===== config.mk =====
export PLATFORM = sky130hd
export DESIGN_NAME = ps2_mouse_cursor_tracker_unit_flat
export DESIGN_NICKNAME = d
export VERILOG_FILES = /design/src/ps2mct_pkg.sv /design/src/ps2mct_if.sv /design/src/ps2_mouse_cursor_tracker_unit.sv /design/src/ps2mct_axis.sv /design/src/flat_wrapper.sv
export SDC_FILE = /design/constraint.sdc
export NUM_CORES = 1
export LEC_CHECK = 0
export ABC_AREA = 1
export BUFFER_PORTS_ARGS = -buffer_cell sky130_fd_sc_hd__buf_2
export CAP_MARGIN = 10
export CORE_MARGIN = 2
export CORE_UTILIZATION = 55
export DETAILED_ROUTE_END_ITERATION = 8
export PLACE_DENSITY_LB_ADDON = 0.08
export RECOVER_POWER = 50
export SLEW_MARGIN = 20
export SYNTH_ARGS = -nofsm -noshare
export SYNTH_HDL_FRONTEND = slang
export SYNTH_SLANG_ARGS = --single-unit

===== constraint.sdc =====
create_clock -name clk -period 5.15 [get_ports clk]
set_input_delay 1.03 -clock clk [delete_from_list [all_inputs] [get_ports clk]]
set_output_delay 1.03 -clock clk [all_outputs]
set_load 0.02 [all_outputs]

===== src/ps2mct_pkg.sv =====
// Package: shared widths, codes and types of the PS/2 mouse cursor tracker.
package ps2mct_pkg;

  localparam int COORD_WIDTH = 12;
  localparam int CFG_W       = 13;
  localparam int BYTE_W      = 8;
  localparam int DELTA_W     = 9;
  localparam int BTN_W       = 3;
  localparam int DATA_W      = 32;
  localparam int ADDR_W      = 3;
  localparam int SIZE_W      = (CFG_W > COORD_WIDTH + 1) ? CFG_W : COORD_WIDTH + 1;
  localparam int SUM_W       = SIZE_W + 1;

  localparam logic [SIZE_W-1:0] COORD_LIMIT = SIZE_W'(1) << COORD_WIDTH;

  localparam logic [CFG_W-1:0] SCREEN_W_RESET = CFG_W'(640);
  localparam logic [CFG_W-1:0] SCREEN_H_RESET = CFG_W'(480);

  // Header byte bit positions
  localparam int LEFT_POS  = 0;
  localparam int SYNC_POS  = 3;
  localparam int XSIGN_POS = 4;
  localparam int YSIGN_POS = 5;

  typedef enum logic [1:0] {
    PH_HEAD = 2'd0,
    PH_X    = 2'd1,
    PH_Y    = 2'd2
  } phase_t;

  typedef enum logic {
    REG_SCREEN_W = 1'b0,
    REG_SCREEN_H = 1'b1
  } reg_idx_t;

  typedef logic [COORD_WIDTH-1:0] coord_t;
  typedef logic signed [DELTA_W-1:0] delta_t;

  typedef struct packed {
    coord_t base;
    delta_t delta;
    logic   negate;
  } axis_req_t;

endpackage


===== src/ps2mct_if.sv =====
// Interfaces: input byte channel and result channel of the cursor tracker.
interface ps2mct_in_if import ps2mct_pkg::*; ();
  logic              valid;
  logic              ready;
  logic [BYTE_W-1:0] data_byte;
  logic              from_aux;

  modport source (output valid, output data_byte, output from_aux, input ready);
  modport sink   (input valid, input data_byte, input from_aux, output ready);
endinterface

interface ps2mct_out_if import ps2mct_pkg::*; ();
  logic             valid;
  logic             ready;
  coord_t           cursor_x;
  coord_t           cursor_y;
  logic [BTN_W-1:0] button_bits;
  delta_t           delta_x;
  delta_t           delta_y;

  modport source (output valid, output cursor_x, output cursor_y, output button_bits,
                  output delta_x, output delta_y, input ready);
  modport sink   (input valid, input cursor_x, input cursor_y, input button_bits,
                  input delta_x, input delta_y, output ready);
endinterface


===== src/ps2_mouse_cursor_tracker_unit.sv =====
// Top level: PS/2 mouse packet decoder with clamped cursor tracking and APB config.
// Path: an accepted byte lands in the input register; the byte that completes a packet
//   then has its result registered in the result register, which offers it on out_ch.
// Throughput: one byte per cycle, but a byte completing a packet waits while the result
//   register is full and not being taken; a waiting result does not block stray bytes.
// Reset (rst_n low, synchronous): screen 640x480, packet phase at header, cursor
//   not yet centered, both pipeline stages empty.
module ps2_mouse_cursor_tracker_unit import ps2mct_pkg::*; (
  input  logic              clk,
  input  logic              rst_n,
  ps2mct_in_if.sink         in_ch,
  ps2mct_out_if.source      out_ch,
  input  logic              cfg_psel,
  input  logic              cfg_penable,
  input  logic              cfg_pwrite,
  input  logic [ADDR_W-1:0] cfg_paddr,
  input  logic [DATA_W-1:0] cfg_pwdata,
  output logic [DATA_W-1:0] cfg_prdata,
  output logic              cfg_pready
);

  // ---------------------------------------------------------------------------
  // Configuration registers. Register index sits at paddr[2] (byte address 4*i).
  // ---------------------------------------------------------------------------
  logic [CFG_W-1:0] screen_w_r;
  logic [CFG_W-1:0] screen_h_r;
  logic             cfg_wr;
  reg_idx_t         cfg_idx;

  assign cfg_pready = 1'b1;
  assign cfg_wr     = cfg_psel & cfg_penable & cfg_pwrite & cfg_pready;
  assign cfg_idx    = reg_idx_t'(cfg_paddr[2]);

  always_ff @(posedge clk) begin
    if (!rst_n) begin
      screen_w_r <= SCREEN_W_RESET;
      screen_h_r <= SCREEN_H_RESET;
    end else if (cfg_wr) begin
      case (cfg_idx)
        REG_SCREEN_W: screen_w_r <= cfg_pwdata[CFG_W-1:0];
        REG_SCREEN_H: screen_h_r <= cfg_pwdata[CFG_W-1:0];
        default: ;
      endcase
    end
  end

  always_comb begin
    case (cfg_idx)
      REG_SCREEN_W: cfg_prdata = DATA_W'(screen_w_r);
      REG_SCREEN_H: cfg_prdata = DATA_W'(screen_h_r);
      default:      cfg_prdata = '0;
    endcase
  end

  // ---------------------------------------------------------------------------
  // Input register: one byte per transaction.
  // ---------------------------------------------------------------------------
  logic              s1_valid_r;
  logic [BYTE_W-1:0] s1_byte_r;
  logic              s1_aux_r;
  logic              s1_advance;
  logic              in_fire;

  assign in_ch.ready = !s1_valid_r || s1_advance;
  assign in_fire     = in_ch.valid && in_ch.ready;

  always_ff @(posedge clk) begin
    if (!rst_n) begin
      s1_valid_r <= 1'b0;
    end else if (in_ch.ready) begin
      s1_valid_r <= in_ch.valid;
    end
  end

  always_ff @(posedge clk) begin
    if (in_fire) begin
      s1_byte_r <= in_ch.data_byte;
      s1_aux_r  <= in_ch.from_aux;
    end
  end

  // ---------------------------------------------------------------------------
  // Packet assembly and cursor update.
  // ---------------------------------------------------------------------------
  phase_t           phase_r, phase_nxt;
  logic [BYTE_W-1:0] header_r, header_nxt;
  logic [BYTE_W-1:0] xbyte_r, xbyte_nxt;
  coord_t           pos_x_r, pos_y_r;
  logic             centered_r;
  logic             out_valid_r;
  logic             out_free;
  logic             is_last;
  logic             pkt_done;
  coord_t           base_x, base_y;
  coord_t           new_x, new_y;
  delta_t           dx, dy;
  axis_req_t        req_x, req_y;
  logic [CFG_W-1:0] half_w, half_h;

  // The result register has room if empty or being drained this cycle
  assign out_free = !out_valid_r || out_ch.ready;
  assign is_last  = s1_valid_r && s1_aux_r && (phase_r == PH_Y);
  // Hold the byte only when it completes a packet and the result slot is busy
  assign s1_advance = s1_valid_r && (!is_last || out_free);
  assign pkt_done   = is_last && out_free;

  // Sign comes from the header; the data byte holds the low eight bits
  assign dx = {header_r[XSIGN_POS], xbyte_r};
  assign dy = {header_r[YSIGN_POS], s1_byte_r};

  // Center on the first packet using the screen size in force right now
  assign half_w = {1'b0, screen_w_r[CFG_W-1:1]};
  assign half_h = {1'b0, screen_h_r[CFG_W-1:1]};
  assign base_x = centered_r ? pos_x_r : COORD_WIDTH'(half_w);
  assign base_y = centered_r ? pos_y_r : COORD_WIDTH'(half_h);

  assign req_x = '{base: base_x, delta: dx, negate: 1'b0};
  assign req_y = '{base: base_y, delta: dy, negate: 1'b1};

  ps2mct_axis u_axis_x (.req(req_x), .screen(screen_w_r), .coord(new_x));
  ps2mct_axis u_axis_y (.req(req_y), .screen(screen_h_r), .coord(new_y));

  always_comb begin
    phase_nxt  = phase_r;
    header_nxt = header_r;
    xbyte_nxt  = xbyte_r;
    if (s1_advance && s1_aux_r) begin
      case (phase_r)
        PH_X: begin
          xbyte_nxt = s1_byte_r;
          phase_nxt = PH_Y;
        end
        PH_Y: begin
          phase_nxt = PH_HEAD;
        end
        default: begin
          // Drop a stray byte without the sync bit; otherwise start a packet
          if (s1_byte_r[SYNC_POS]) begin
            header_nxt = s1_byte_r;
            phase_nxt  = PH_X;
          end else begin
            phase_nxt = PH_HEAD;
          end
        end
      endcase
    end
  end

  always_ff @(posedge clk) begin
    if (!rst_n) begin
      phase_r    <= PH_HEAD;
      centered_r <= 1'b0;
      pos_x_r    <= '0;
      pos_y_r    <= '0;
    end else begin
      phase_r <= phase_nxt;
      if (pkt_done) begin
        centered_r <= 1'b1;
        pos_x_r    <= new_x;
        pos_y_r    <= new_y;
      end
    end
  end

  always_ff @(posedge clk) begin
    header_r <= header_nxt;
    xbyte_r  <= xbyte_nxt;
  end

  // ---------------------------------------------------------------------------
  // Result register.
  // ---------------------------------------------------------------------------
  coord_t           out_x_r, out_y_r;
  logic [BTN_W-1:0] out_btn_r;
  delta_t           out_dx_r, out_dy_r;

  always_ff @(posedge clk) begin
    if (!rst_n) begin
      out_valid_r <= 1'b0;
    end else if (out_free) begin
      out_valid_r <= pkt_done;
    end
  end

  always_ff @(posedge clk) begin
    if (pkt_done) begin
      out_x_r   <= new_x;
      out_y_r   <= new_y;
      out_btn_r <= header_r[LEFT_POS +: BTN_W];
      out_dx_r  <= dx;
      out_dy_r  <= dy;
    end
  end

  assign out_ch.valid       = out_valid_r;
  assign out_ch.cursor_x    = out_x_r;
  assign out_ch.cursor_y    = out_y_r;
  assign out_ch.button_bits = out_btn_r;
  assign out_ch.delta_x     = out_dx_r;
  assign out_ch.delta_y     = out_dy_r;

  // ---------------------------------------------------------------------------
  // Assertions
  // ---------------------------------------------------------------------------
  a_pkt_result: assert property (@(posedge clk) disable iff (!rst_n)
    pkt_done |=> out_valid_r)
    else $error("completed packet did not produce a result");

  a_pkt_centered: assert property (@(posedge clk) disable iff (!rst_n)
    pkt_done |=> (centered_r && phase_r == PH_HEAD))
    else $error("packet completion did not center and rewind phase");

  a_non_aux_ignored: assert property (@(posedge clk) disable iff (!rst_n)
    (s1_valid_r && !s1_aux_r) |=> $stable(phase_r) && $stable(pos_x_r) && $stable(pos_y_r))
    else $error("byte from the keyboard port changed tracker state");

  a_stall_holds: assert property (@(posedge clk) disable iff (!rst_n)
    (s1_valid_r && !s1_advance) |=> (s1_valid_r && $stable(s1_byte_r) && $stable(phase_r)))
    else $error("stalled input byte was lost or state advanced");

endmodule


===== src/ps2mct_axis.sv =====
// Axis update: apply a signed delta to one coordinate and clamp it to the screen.
module ps2mct_axis import ps2mct_pkg::*; (
  input  axis_req_t        req,
  input  logic [CFG_W-1:0] screen,
  output coord_t           coord
);

  logic [SIZE_W-1:0]        size_ext;
  logic [SIZE_W-1:0]        eff;
  logic signed [SUM_W-1:0]  base_s;
  logic signed [SUM_W-1:0]  delta_s;
  logic signed [SUM_W-1:0]  sum;
  logic signed [SUM_W-1:0]  eff_s;

  always_comb begin
    size_ext = SIZE_W'(screen);
    // Zero-size screen acts as one pixel; oversize saturates to the coordinate range
    if (size_ext == '0) begin
      eff = SIZE_W'(1);
    end else if (size_ext > COORD_LIMIT) begin
      eff = COORD_LIMIT;
    end else begin
      eff = size_ext;
    end
    eff_s   = $signed(SUM_W'(eff));
    base_s  = $signed(SUM_W'(req.base));
    delta_s = SUM_W'(req.delta);
    sum     = req.negate ? (base_s - delta_s) : (base_s + delta_s);
    if (sum < 0) begin
      coord = '0;
    end else if (sum >= eff_s) begin
      coord = COORD_WIDTH'(eff - SIZE_W'(1));
    end else begin
      coord = sum[COORD_WIDTH-1:0];
    end
  end

endmodule

===== src/flat_wrapper.sv =====
// flat-port wrapper written by rule: the top's interface ports become plain ports
module ps2_mouse_cursor_tracker_unit_flat import ps2mct_pkg::*;
  (clk, rst_n, cfg_psel, cfg_penable, cfg_pwrite, cfg_paddr, cfg_pwdata, cfg_prdata, cfg_pready, in_ch_valid, in_ch_data_byte, in_ch_from_aux, in_ch_ready, out_ch_valid, out_ch_cursor_x, out_ch_cursor_y, out_ch_button_bits, out_ch_delta_x, out_ch_delta_y, out_ch_ready);
  ps2mct_in_if in_ch_i ();
  ps2mct_out_if out_ch_i ();
  input  logic clk;
  input  logic rst_n;
  input  logic cfg_psel;
  input  logic cfg_penable;
  input  logic cfg_pwrite;
  input  logic [ADDR_W-1:0] cfg_paddr;
  input  logic [DATA_W-1:0] cfg_pwdata;
  output logic [DATA_W-1:0] cfg_prdata;
  output logic cfg_pready;
  input wire logic [$bits(in_ch_i.valid)-1:0] in_ch_valid;
  input wire logic [$bits(in_ch_i.data_byte)-1:0] in_ch_data_byte;
  input wire logic [$bits(in_ch_i.from_aux)-1:0] in_ch_from_aux;
  output wire logic [$bits(in_ch_i.ready)-1:0] in_ch_ready;
  output wire logic [$bits(out_ch_i.valid)-1:0] out_ch_valid;
  output wire logic [$bits(out_ch_i.cursor_x)-1:0] out_ch_cursor_x;
  output wire logic [$bits(out_ch_i.cursor_y)-1:0] out_ch_cursor_y;
  output wire logic [$bits(out_ch_i.button_bits)-1:0] out_ch_button_bits;
  output wire logic [$bits(out_ch_i.delta_x)-1:0] out_ch_delta_x;
  output wire logic [$bits(out_ch_i.delta_y)-1:0] out_ch_delta_y;
  input wire logic [$bits(out_ch_i.ready)-1:0] out_ch_ready;
  assign in_ch_i.valid = in_ch_valid;
  assign in_ch_i.data_byte = in_ch_data_byte;
  assign in_ch_i.from_aux = in_ch_from_aux;
  assign in_ch_ready = in_ch_i.ready;
  assign out_ch_valid = out_ch_i.valid;
  assign out_ch_cursor_x = out_ch_i.cursor_x;
  assign out_ch_cursor_y = out_ch_i.cursor_y;
  assign out_ch_button_bits = out_ch_i.button_bits;
  assign out_ch_delta_x = out_ch_i.delta_x;
  assign out_ch_delta_y = out_ch_i.delta_y;
  assign out_ch_i.ready = out_ch_ready;
  ps2_mouse_cursor_tracker_unit u_core (.clk(clk), .rst_n(rst_n), .in_ch(in_ch_i), .out_ch(out_ch_i), .cfg_psel(cfg_psel), .cfg_penable(cfg_penable), .cfg_pwrite(cfg_pwrite), .cfg_paddr(cfg_paddr), .cfg_pwdata(cfg_pwdata), .cfg_prdata(cfg_prdata), .cfg_pready(cfg_pready));
endmodule

# Yosys cells after proc, flatten, opt, wreduce, memory -nomap -nowiden
# Cells that the tools add are included.
[totals] reg_bits=122 latchBits=0 ramBits=0 romBits=0 input_bits=51 output_inout_bits=80 wordCells=65 memories=0
[op_classes] add_sub_neg=4 mul=0 n_div=0 order_cmp=6 eq_ne=2 n_shift=0 muxes=13 bitwise_logic=4 reduce_logical=19
[ops] cell="12-bit 2-to-1 mux" n=6
[ops] cell="32-bit one-hot mux with 2 select lines" n=1
[ops] cell="13-bit 2-to-1 mux" n=4
[ops] cell="14-bit >= comparator" n=2
[ops] cell="14-bit by 1-bit < comparator with 1-bit output (second input constant)" n=2
[ops] cell="13-bit greater-than comparator (second input constant)" n=2
[ops] cell="13-bit logical NOT" n=2
[ops] cell="12-bit by 1-bit subtractor with 12-bit output (second input constant)" n=2
[ops] cell="13-bit by 9-bit adder with 14-bit output" n=1
[ops] cell="13-bit by 9-bit subtractor with 14-bit output" n=1
[ops] cell="1-bit logical AND" n=6
[ops] cell="2-bit AND reduction" n=3
[ops] cell="2-bit one-hot mux with 2 select lines" n=1
[ops] cell="1-bit logical NOT" n=3
[ops] cell="1-bit logical OR" n=3
[ops] cell="3-bit AND reduction" n=1
[ops] cell="1-bit AND" n=2
[ops] cell="2-bit by 1-bit == test with 1-bit output (second input constant)" n=1
[ops] cell="2-bit == test (second input constant)" n=1
[ops] cell="1-bit inverter" n=2
[ops] cell="2-bit OR reduction" n=1
[ops] cell="1-bit 2-to-1 mux" n=1

# Longest topological paths before layout
[depth] depth_word=7 mapped_depth=27 mapped_depth_nobuf=26

# By module
# A second synthesis with hierarchy kept.
[unflattened] hier_cells=1075 area_unflattened_um2=8074.0
[modules_own_cells] module="ps2_mouse_cursor_tracker_unit" n_inst=1 cells_per_inst=451 area_per_inst_um2=4698.3 seq_area_each_um2=3113.0
[modules_own_cells] module="ps2mct_axis" n_inst=2 cells_per_inst=312 area_per_inst_um2=1687.9 seq_area_each_um2=0.0

# Least setup slack after synthesis
# Ideal clock, no wire load.
[synth_timing] kind="register to register" from="reg u_core.centered_r" to="reg u_core.out_y_r[10], in the netlist u_core.out_ch.cursor_y[10], data pin" setup_ps=252 t_arrival_ps=3266 required_ps=4898 slack_ps=1632 path_stages_with_launch=23 n_path_buf=3 synth_period_minus_slack_ps=3518 path_cell_list="dfxtp_1 -> clkbuf_1 -> clkbuf_1 -> mux2i_1 -> ha_1 -> fa_1 -> o21ai_0 -> nand2_1 -> nand2_1 -> xor2_1 -> inv_1 -> ha_1 -> nand2_1 -> o21a_1 -> nand2_1 -> nand2_1 -> nand2_1 -> nand2_1 -> nand2_1 -> buf_2 -> nand3_1 -> nand3_1 -> inv_1"
[synth_between] elab_chain_cells=5 word_cells_on_any_way=6 cone_classes="add/sub (1); order compare (2); mux (3)"
[synth_rtl] item="start, declared" line_no="ps2_mouse_cursor_tracker_unit.sv:89" text="logic centered_r;"
[synth_rtl] item="start signal, assigned" line_no="ps2_mouse_cursor_tracker_unit.sv:152" text="centered_r <= 1'b0;"
[synth_rtl] item="start signal, assigned" line_no="ps2_mouse_cursor_tracker_unit.sv:158" text="centered_r <= 1'b1;"
[synth_rtl] item="12-bit 2-to-1 mux *" line_no="ps2_mouse_cursor_tracker_unit.sv:115" text="assign base_y = centered_r ? pos_y_r : COORD_WIDTH'(half_h);"
[synth_rtl] item="13-bit by 9-bit subtractor with 14-bit output *" line_no="ps2mct_axis.sv:28" text="sum = req.negate ? (base_s - delta_s) : (base_s + delta_s);"
[synth_rtl] item="14-bit >= comparator" line_no="ps2mct_axis.sv:31" text="end else if (sum >= eff_s) begin"
[synth_rtl] item="12-bit 2-to-1 mux" line_no="ps2mct_axis.sv:31"
[synth_rtl] item="12-bit 2-to-1 mux *" line_no="ps2mct_axis.sv:29" text="if (sum < 0) begin"
[synth_rtl] item="named net u_core.new_y[10]" line_no="ps2_mouse_cursor_tracker_unit.sv:95" text="coord_t new_x, new_y;"
[synth_rtl] item="end signal, assigned" line_no="ps2_mouse_cursor_tracker_unit.sv:188" text="out_y_r <= new_y;"
[synth_rtl] item="end, declared" line_no="ps2_mouse_cursor_tracker_unit.sv:173" text="coord_t out_x_r, out_y_r;"
# The timed path passes the listed nets; every way through them passes the cells marked *.
# A chain may end at the register's enable or synchronous reset.

# Worst setup path in the final report
[layout_timing] from="reg u_core.centered_r" to="reg u_core.pos_x_r[3]"
[layout_between] elab_chain_cells=5 word_cells_on_any_way=6 cone_classes="add/sub (1); order compare (2); mux (3)"
[layout_rtl] item="12-bit 2-to-1 mux *" line_no="ps2_mouse_cursor_tracker_unit.sv:114" text="assign base_x = centered_r ? pos_x_r : COORD_WIDTH'(half_w);"
[layout_rtl] item="13-bit by 9-bit adder with 14-bit output *" line_no="ps2mct_axis.sv:28"
[layout_rtl] item="14-bit >= comparator" line_no="ps2mct_axis.sv:31"
[layout_rtl] item="12-bit 2-to-1 mux" line_no="ps2mct_axis.sv:31"
[layout_rtl] item="12-bit 2-to-1 mux *" line_no="ps2mct_axis.sv:29"
[layout_rtl] item="end signal, assigned" line_no="ps2_mouse_cursor_tracker_unit.sv:159" text="pos_x_r <= new_x;"
[layout_rtl] item="end, declared" line_no="ps2_mouse_cursor_tracker_unit.sv:88" text="coord_t pos_x_r, pos_y_r;"
# Mark *: on every way between the ends. The rest lies on a longest branch, timed or not.

==> results.toml <==
[run_status]
status = "complete, but fails checks"
failing_checks = "max-capacitance violations, max-slew violations"

[critical_path]
critPathLaunchType = "flop"
end_kind = "flop"
worst_path_max_delay_cell = "sky130_fd_sc_hd__o21ai_0"
critical_path_peak_fanout = 21
setup.worst_path.class = "flop to flop"
path_cells = "buf_4 -> o21ai_0 -> fa_1 -> nand3_1 -> nand2_1 -> nand4_1 -> nand2_1 -> xor2_1 -> inv_1 -> ha_1 -> nand2_1 -> o21a_1 -> nand2_1 -> nand2_1 -> nand2_1 -> nand2_1 -> nand2_1 -> clkinv_1 -> nand2_1 -> nand3_1 -> a21oi_1"
arrival_ns = 4.77
worst-path-buf-inv = 3
worstPathRequired_ns = 5.49
cp_slowest_stage_delay_ns = 0.56
crit_family = "simple AND/OR/NAND/NOR gates"
path_common_cell = "sky130_fd_sc_hd__nand2_1"
rrSetupSlack_ns = 0.72

[worst_hold_path]
holdCritPathClass = "flop to flop"

[timing]
worst_slew_margin_relative_to_its_limit_pct = -55.60
finalHoldWorstSlack_ns = 0.4211
worst_slew_pin_slew_ns = 2.325
finalSetupViolCount = 0
fin_setup_tns_ns = 0
period_needed_ns = 4.427
drv_slew = 84
finClkSkew_ns = 0.01245
fin_crit_sh_pct = 85.95
setup_repair_after_global_routing_missed_its_margin = "false"
max_freq_ghz = 0.2259
report.final.hold_viol_count = 0

[clocking]
cts-root-to-sink-buffers = 2
cts.repair_timing.setup_buffer_count = 0
master_cell_of_the_clock_root_buffer = "sky130_fd_sc_hd__clkbuf_16"
numCtsBuffers = 17
clock_sinks = 122
cts_hold_buf = 0
tritoncts = "yes"
post_cts.resized_instances = 0
cts.reportedPaths.clkPinSlew_ns = 0.06
htree_levels = 4
clk-insertion-delay-late_ns = 0.42

[layout]
layout_net_count = 1204
instances_no_fill = 1288
most-common-layout-cells = "sky130_fd_sc_hd__nand2_1 (256), sky130_fd_sc_hd__inv_1 (151), sky130_fd_sc_hd__o21ai_0 (103)"
n_fill_cell = 1295
syn_to_final_growth_pct = 13.11
mostFrequentLayoutCell = "sky130_fd_sc_hd__nand2_1"
multi_input_comb_area_um2 = 3750
layout-drive-gt1-share_pct = 8.040
seq_area_um2 = 3113

[logic_synthesis]
synth_async_sr_flop_share_pct = 0
post_synth_instance_area_um2 = 7674
syn-instance-count = 1012
synth.distinct_cells = 39
post_synth.cell_area_avg_um2 = 7.583
netlist.area_leader.share_pct = 26.22
synthTopCellsByArea = "sky130_fd_sc_hd__edfxtp_1 (26%), sky130_fd_sc_hd__dfxtp_1 (14%), sky130_fd_sc_hd__nand2_1 (13%), sky130_fd_sc_hd__ha_1 (9.3%), sky130_fd_sc_hd__inv_1 (7.4%)"
synth_enable_flop_cells = 67
synth.yosys.warnings = 0
ys_seq_area_share_pct = 40.57
synth_ff_type = "sky130_fd_sc_hd__edfxtp_1"
synth_seq_cells = 122
synth.largest_area_cell = "sky130_fd_sc_hd__edfxtp_1"

[power]
power_leakage_nw = 4.160
peakVddDrop_uv = 219.6
pd_cells_nw_per_um2 = 302.0

[floorplanning]
num_io_pins = 131
die_width_um = 122.1
initial_utilization_pct = 55.71
fp-row-count = 43
fp.dieH_um = 122.1
dieArea_um2 = 14910
coreArea_um2 = 13770

[place]
placement.io_buffers = 89
finalWeightedCongestion = 0.9610
place_inst = 1255
hpwl_mm = 14.79

[grt]
grt_antenna_before_repair = 1
via_count_of_the_first_global_routing_pass = 6145
grt_pass1_wl_mm = 30.64
grt_start_max_net_pins = 49
overflow = 0
track_usage_pct = 27.16

[routing]
post-route-drc-count = 0
routed_wirelength_mm = 19.25
detailroute.via_count = 6649
drt_pass1_iterations = 5
antenna_left = 0
via_per_inst = 5.162
drc_marker_count_from_the_first_detailed_route_iteration = 517
routed_wire_length_per_instance_um = 14.94

[run]
drv_cap = 2
[per-stage QoR]
stage | power (mW) | util (%) | setup WS, ns | cell area, µm²
after global routing | 2.746 | 63.02 | 0.4169 | 8680
after global placement | 1.459 | 59.22 | 0.8987 | 8157
after floorplan | 1.375 | - | 1.632 | 7741
after detailed placement | 1.463 | 59.22 | 0.8637 | 8157
final | 2.621 | 63.02 | 0.7235 | 8680
after CTS | 2.639 | 63.48 | 0.8002 | 8743
[worst paths after layout]
path	startpoint	to	cells after the start
hold / removal	u_core.header_r[2]	u_core.out_ch.button_bits[2]	0
setup / recovery	u_core.centered_r	u_core.pos_x_r[3]	21
setup reg to reg	u_core.centered_r	u_core.pos_x_r[3]	21
hold reg to reg	u_core.header_r[2]	u_core.out_ch.button_bits[2]	0
[logic make-up (layout without fill, tap and decap cells)]
| group | after synthesis | count (layout) | synth area share (%) |
|---|---|---|---|
| adders and majority gates | 59 | 59 | 9.816 |
| DFF | 122 | 122 | 40.57 |
| muxes | 1 | 1 | 0.1304 |
| buffers and inverters | 204 | 281 | 11.45 |
| other | 2 | 21 | 0.09787 |
| AOI/OAI and AO/OA | 196 | 196 | 13.42 |
| and+or+nand+nor | 408 | 408 | 22.24 |
| xor gates and xnor gates | 20 | 20 | 2.283 |
[power by group]
part           internal (mW)  total [mW]  switching (mW)
sequential              1.04        1.06          0.0180
clock                  0.757        1.17           0.415
combinational          0.127       0.387           0.260
total                   1.93        2.62           0.693
[cells in the mapped netlist, types with 2 or more instances]
cell type,n
sky130_fd_sc_hd__nand3_1,65
sky130_fd_sc_hd__xor2_1,15
sky130_fd_sc_hd__clkbuf_1,20
sky130_fd_sc_hd__inv_1,151
sky130_fd_sc_hd__ha_1,57
sky130_fd_sc_hd__dfxtp_1,55
sky130_fd_sc_hd__a21oi_1,75
sky130_fd_sc_hd__nor2_1,59
sky130_fd_sc_hd__fa_1,2
sky130_fd_sc_hd__o31ai_1,2
sky130_fd_sc_hd__buf_4,22
sky130_fd_sc_hd__nand4_1,7
sky130_fd_sc_hd__nand2_2,4
sky130_fd_sc_hd__nand2_4,2
sky130_fd_sc_hd__o41ai_1,2
sky130_fd_sc_hd__o21bai_1,3
sky130_fd_sc_hd__nor3_1,4
sky130_fd_sc_hd__o21ai_0,103
sky130_fd_sc_hd__conb_1,2
sky130_fd_sc_hd__nand2_1,256
sky130_fd_sc_hd__edfxtp_1,67
sky130_fd_sc_hd__buf_2,3
sky130_fd_sc_hd__xnor2_1,5
sky130_fd_sc_hd__o21ai_1,2
sky130_fd_sc_hd__o21a_1,2
sky130_fd_sc_hd__or2_2,4
sky130_fd_sc_hd__clkinv_1,3
sky130_fd_sc_hd__a21o_1,3
sky130_fd_sc_hd__nand3b_1,4
sky130_fd_sc_hd__buf_6,2
sky130_fd_sc_hd__a31oi_1,2
sky130_fd_sc_hd__inv_2,2
[per-layer routing]
| layer | share of wire, % | vias up | GRT usage, % | routed length, µm |
|---|---|---|---|---|
| li1 | - | 3430 | - | - |
| met1 | 43 | 2980 | 33.18 | 8212 |
| met2 | 48 | 186 | 44.59 | 9244 |
| met3 | 4.1 | 53 | 5.103 | 784 |
| met4 | 5.2 | 0 | 16.31 | 1007 |
| met5 | 0 | - | 0 | 0 |
[flip-flops by register name, summed over array words and instances (netlist names)]
register and flops:
u_core.s1_byte_r 8, u_core.out_ch.button_bits 3, u_core.s1_aux_r 1, u_core.pos_y_r 12, u_core.header_r 5, u_core.phase_r 2
u_core.screen_h_r 13, u_core.centered_r 1, u_core.pos_x_r 12, u_core.out_ch.cursor_x 12, u_core.out_ch.valid 1, u_core.out_ch.delta_x 9
u_core.out_ch.cursor_y 12, u_core.xbyte_r 8, u_core.s1_valid_r 1, u_core.screen_w_r 13, u_core.out_ch.delta_y 9
[area by class of cell]
cell class | count | share of cell area (%)
clock buffers | 20 | 5.031
well taps | 180 | 2.595
inverters | 156 | 6.746
multi-input cells | 704 | 43.20
diodes | 1 | 0.02883
clock inverters | 12 | 1.730
repair buffers | 93 | 4.800
flip-flops and latches | 122 | 35.87
(Power assumes the default switching activity.)
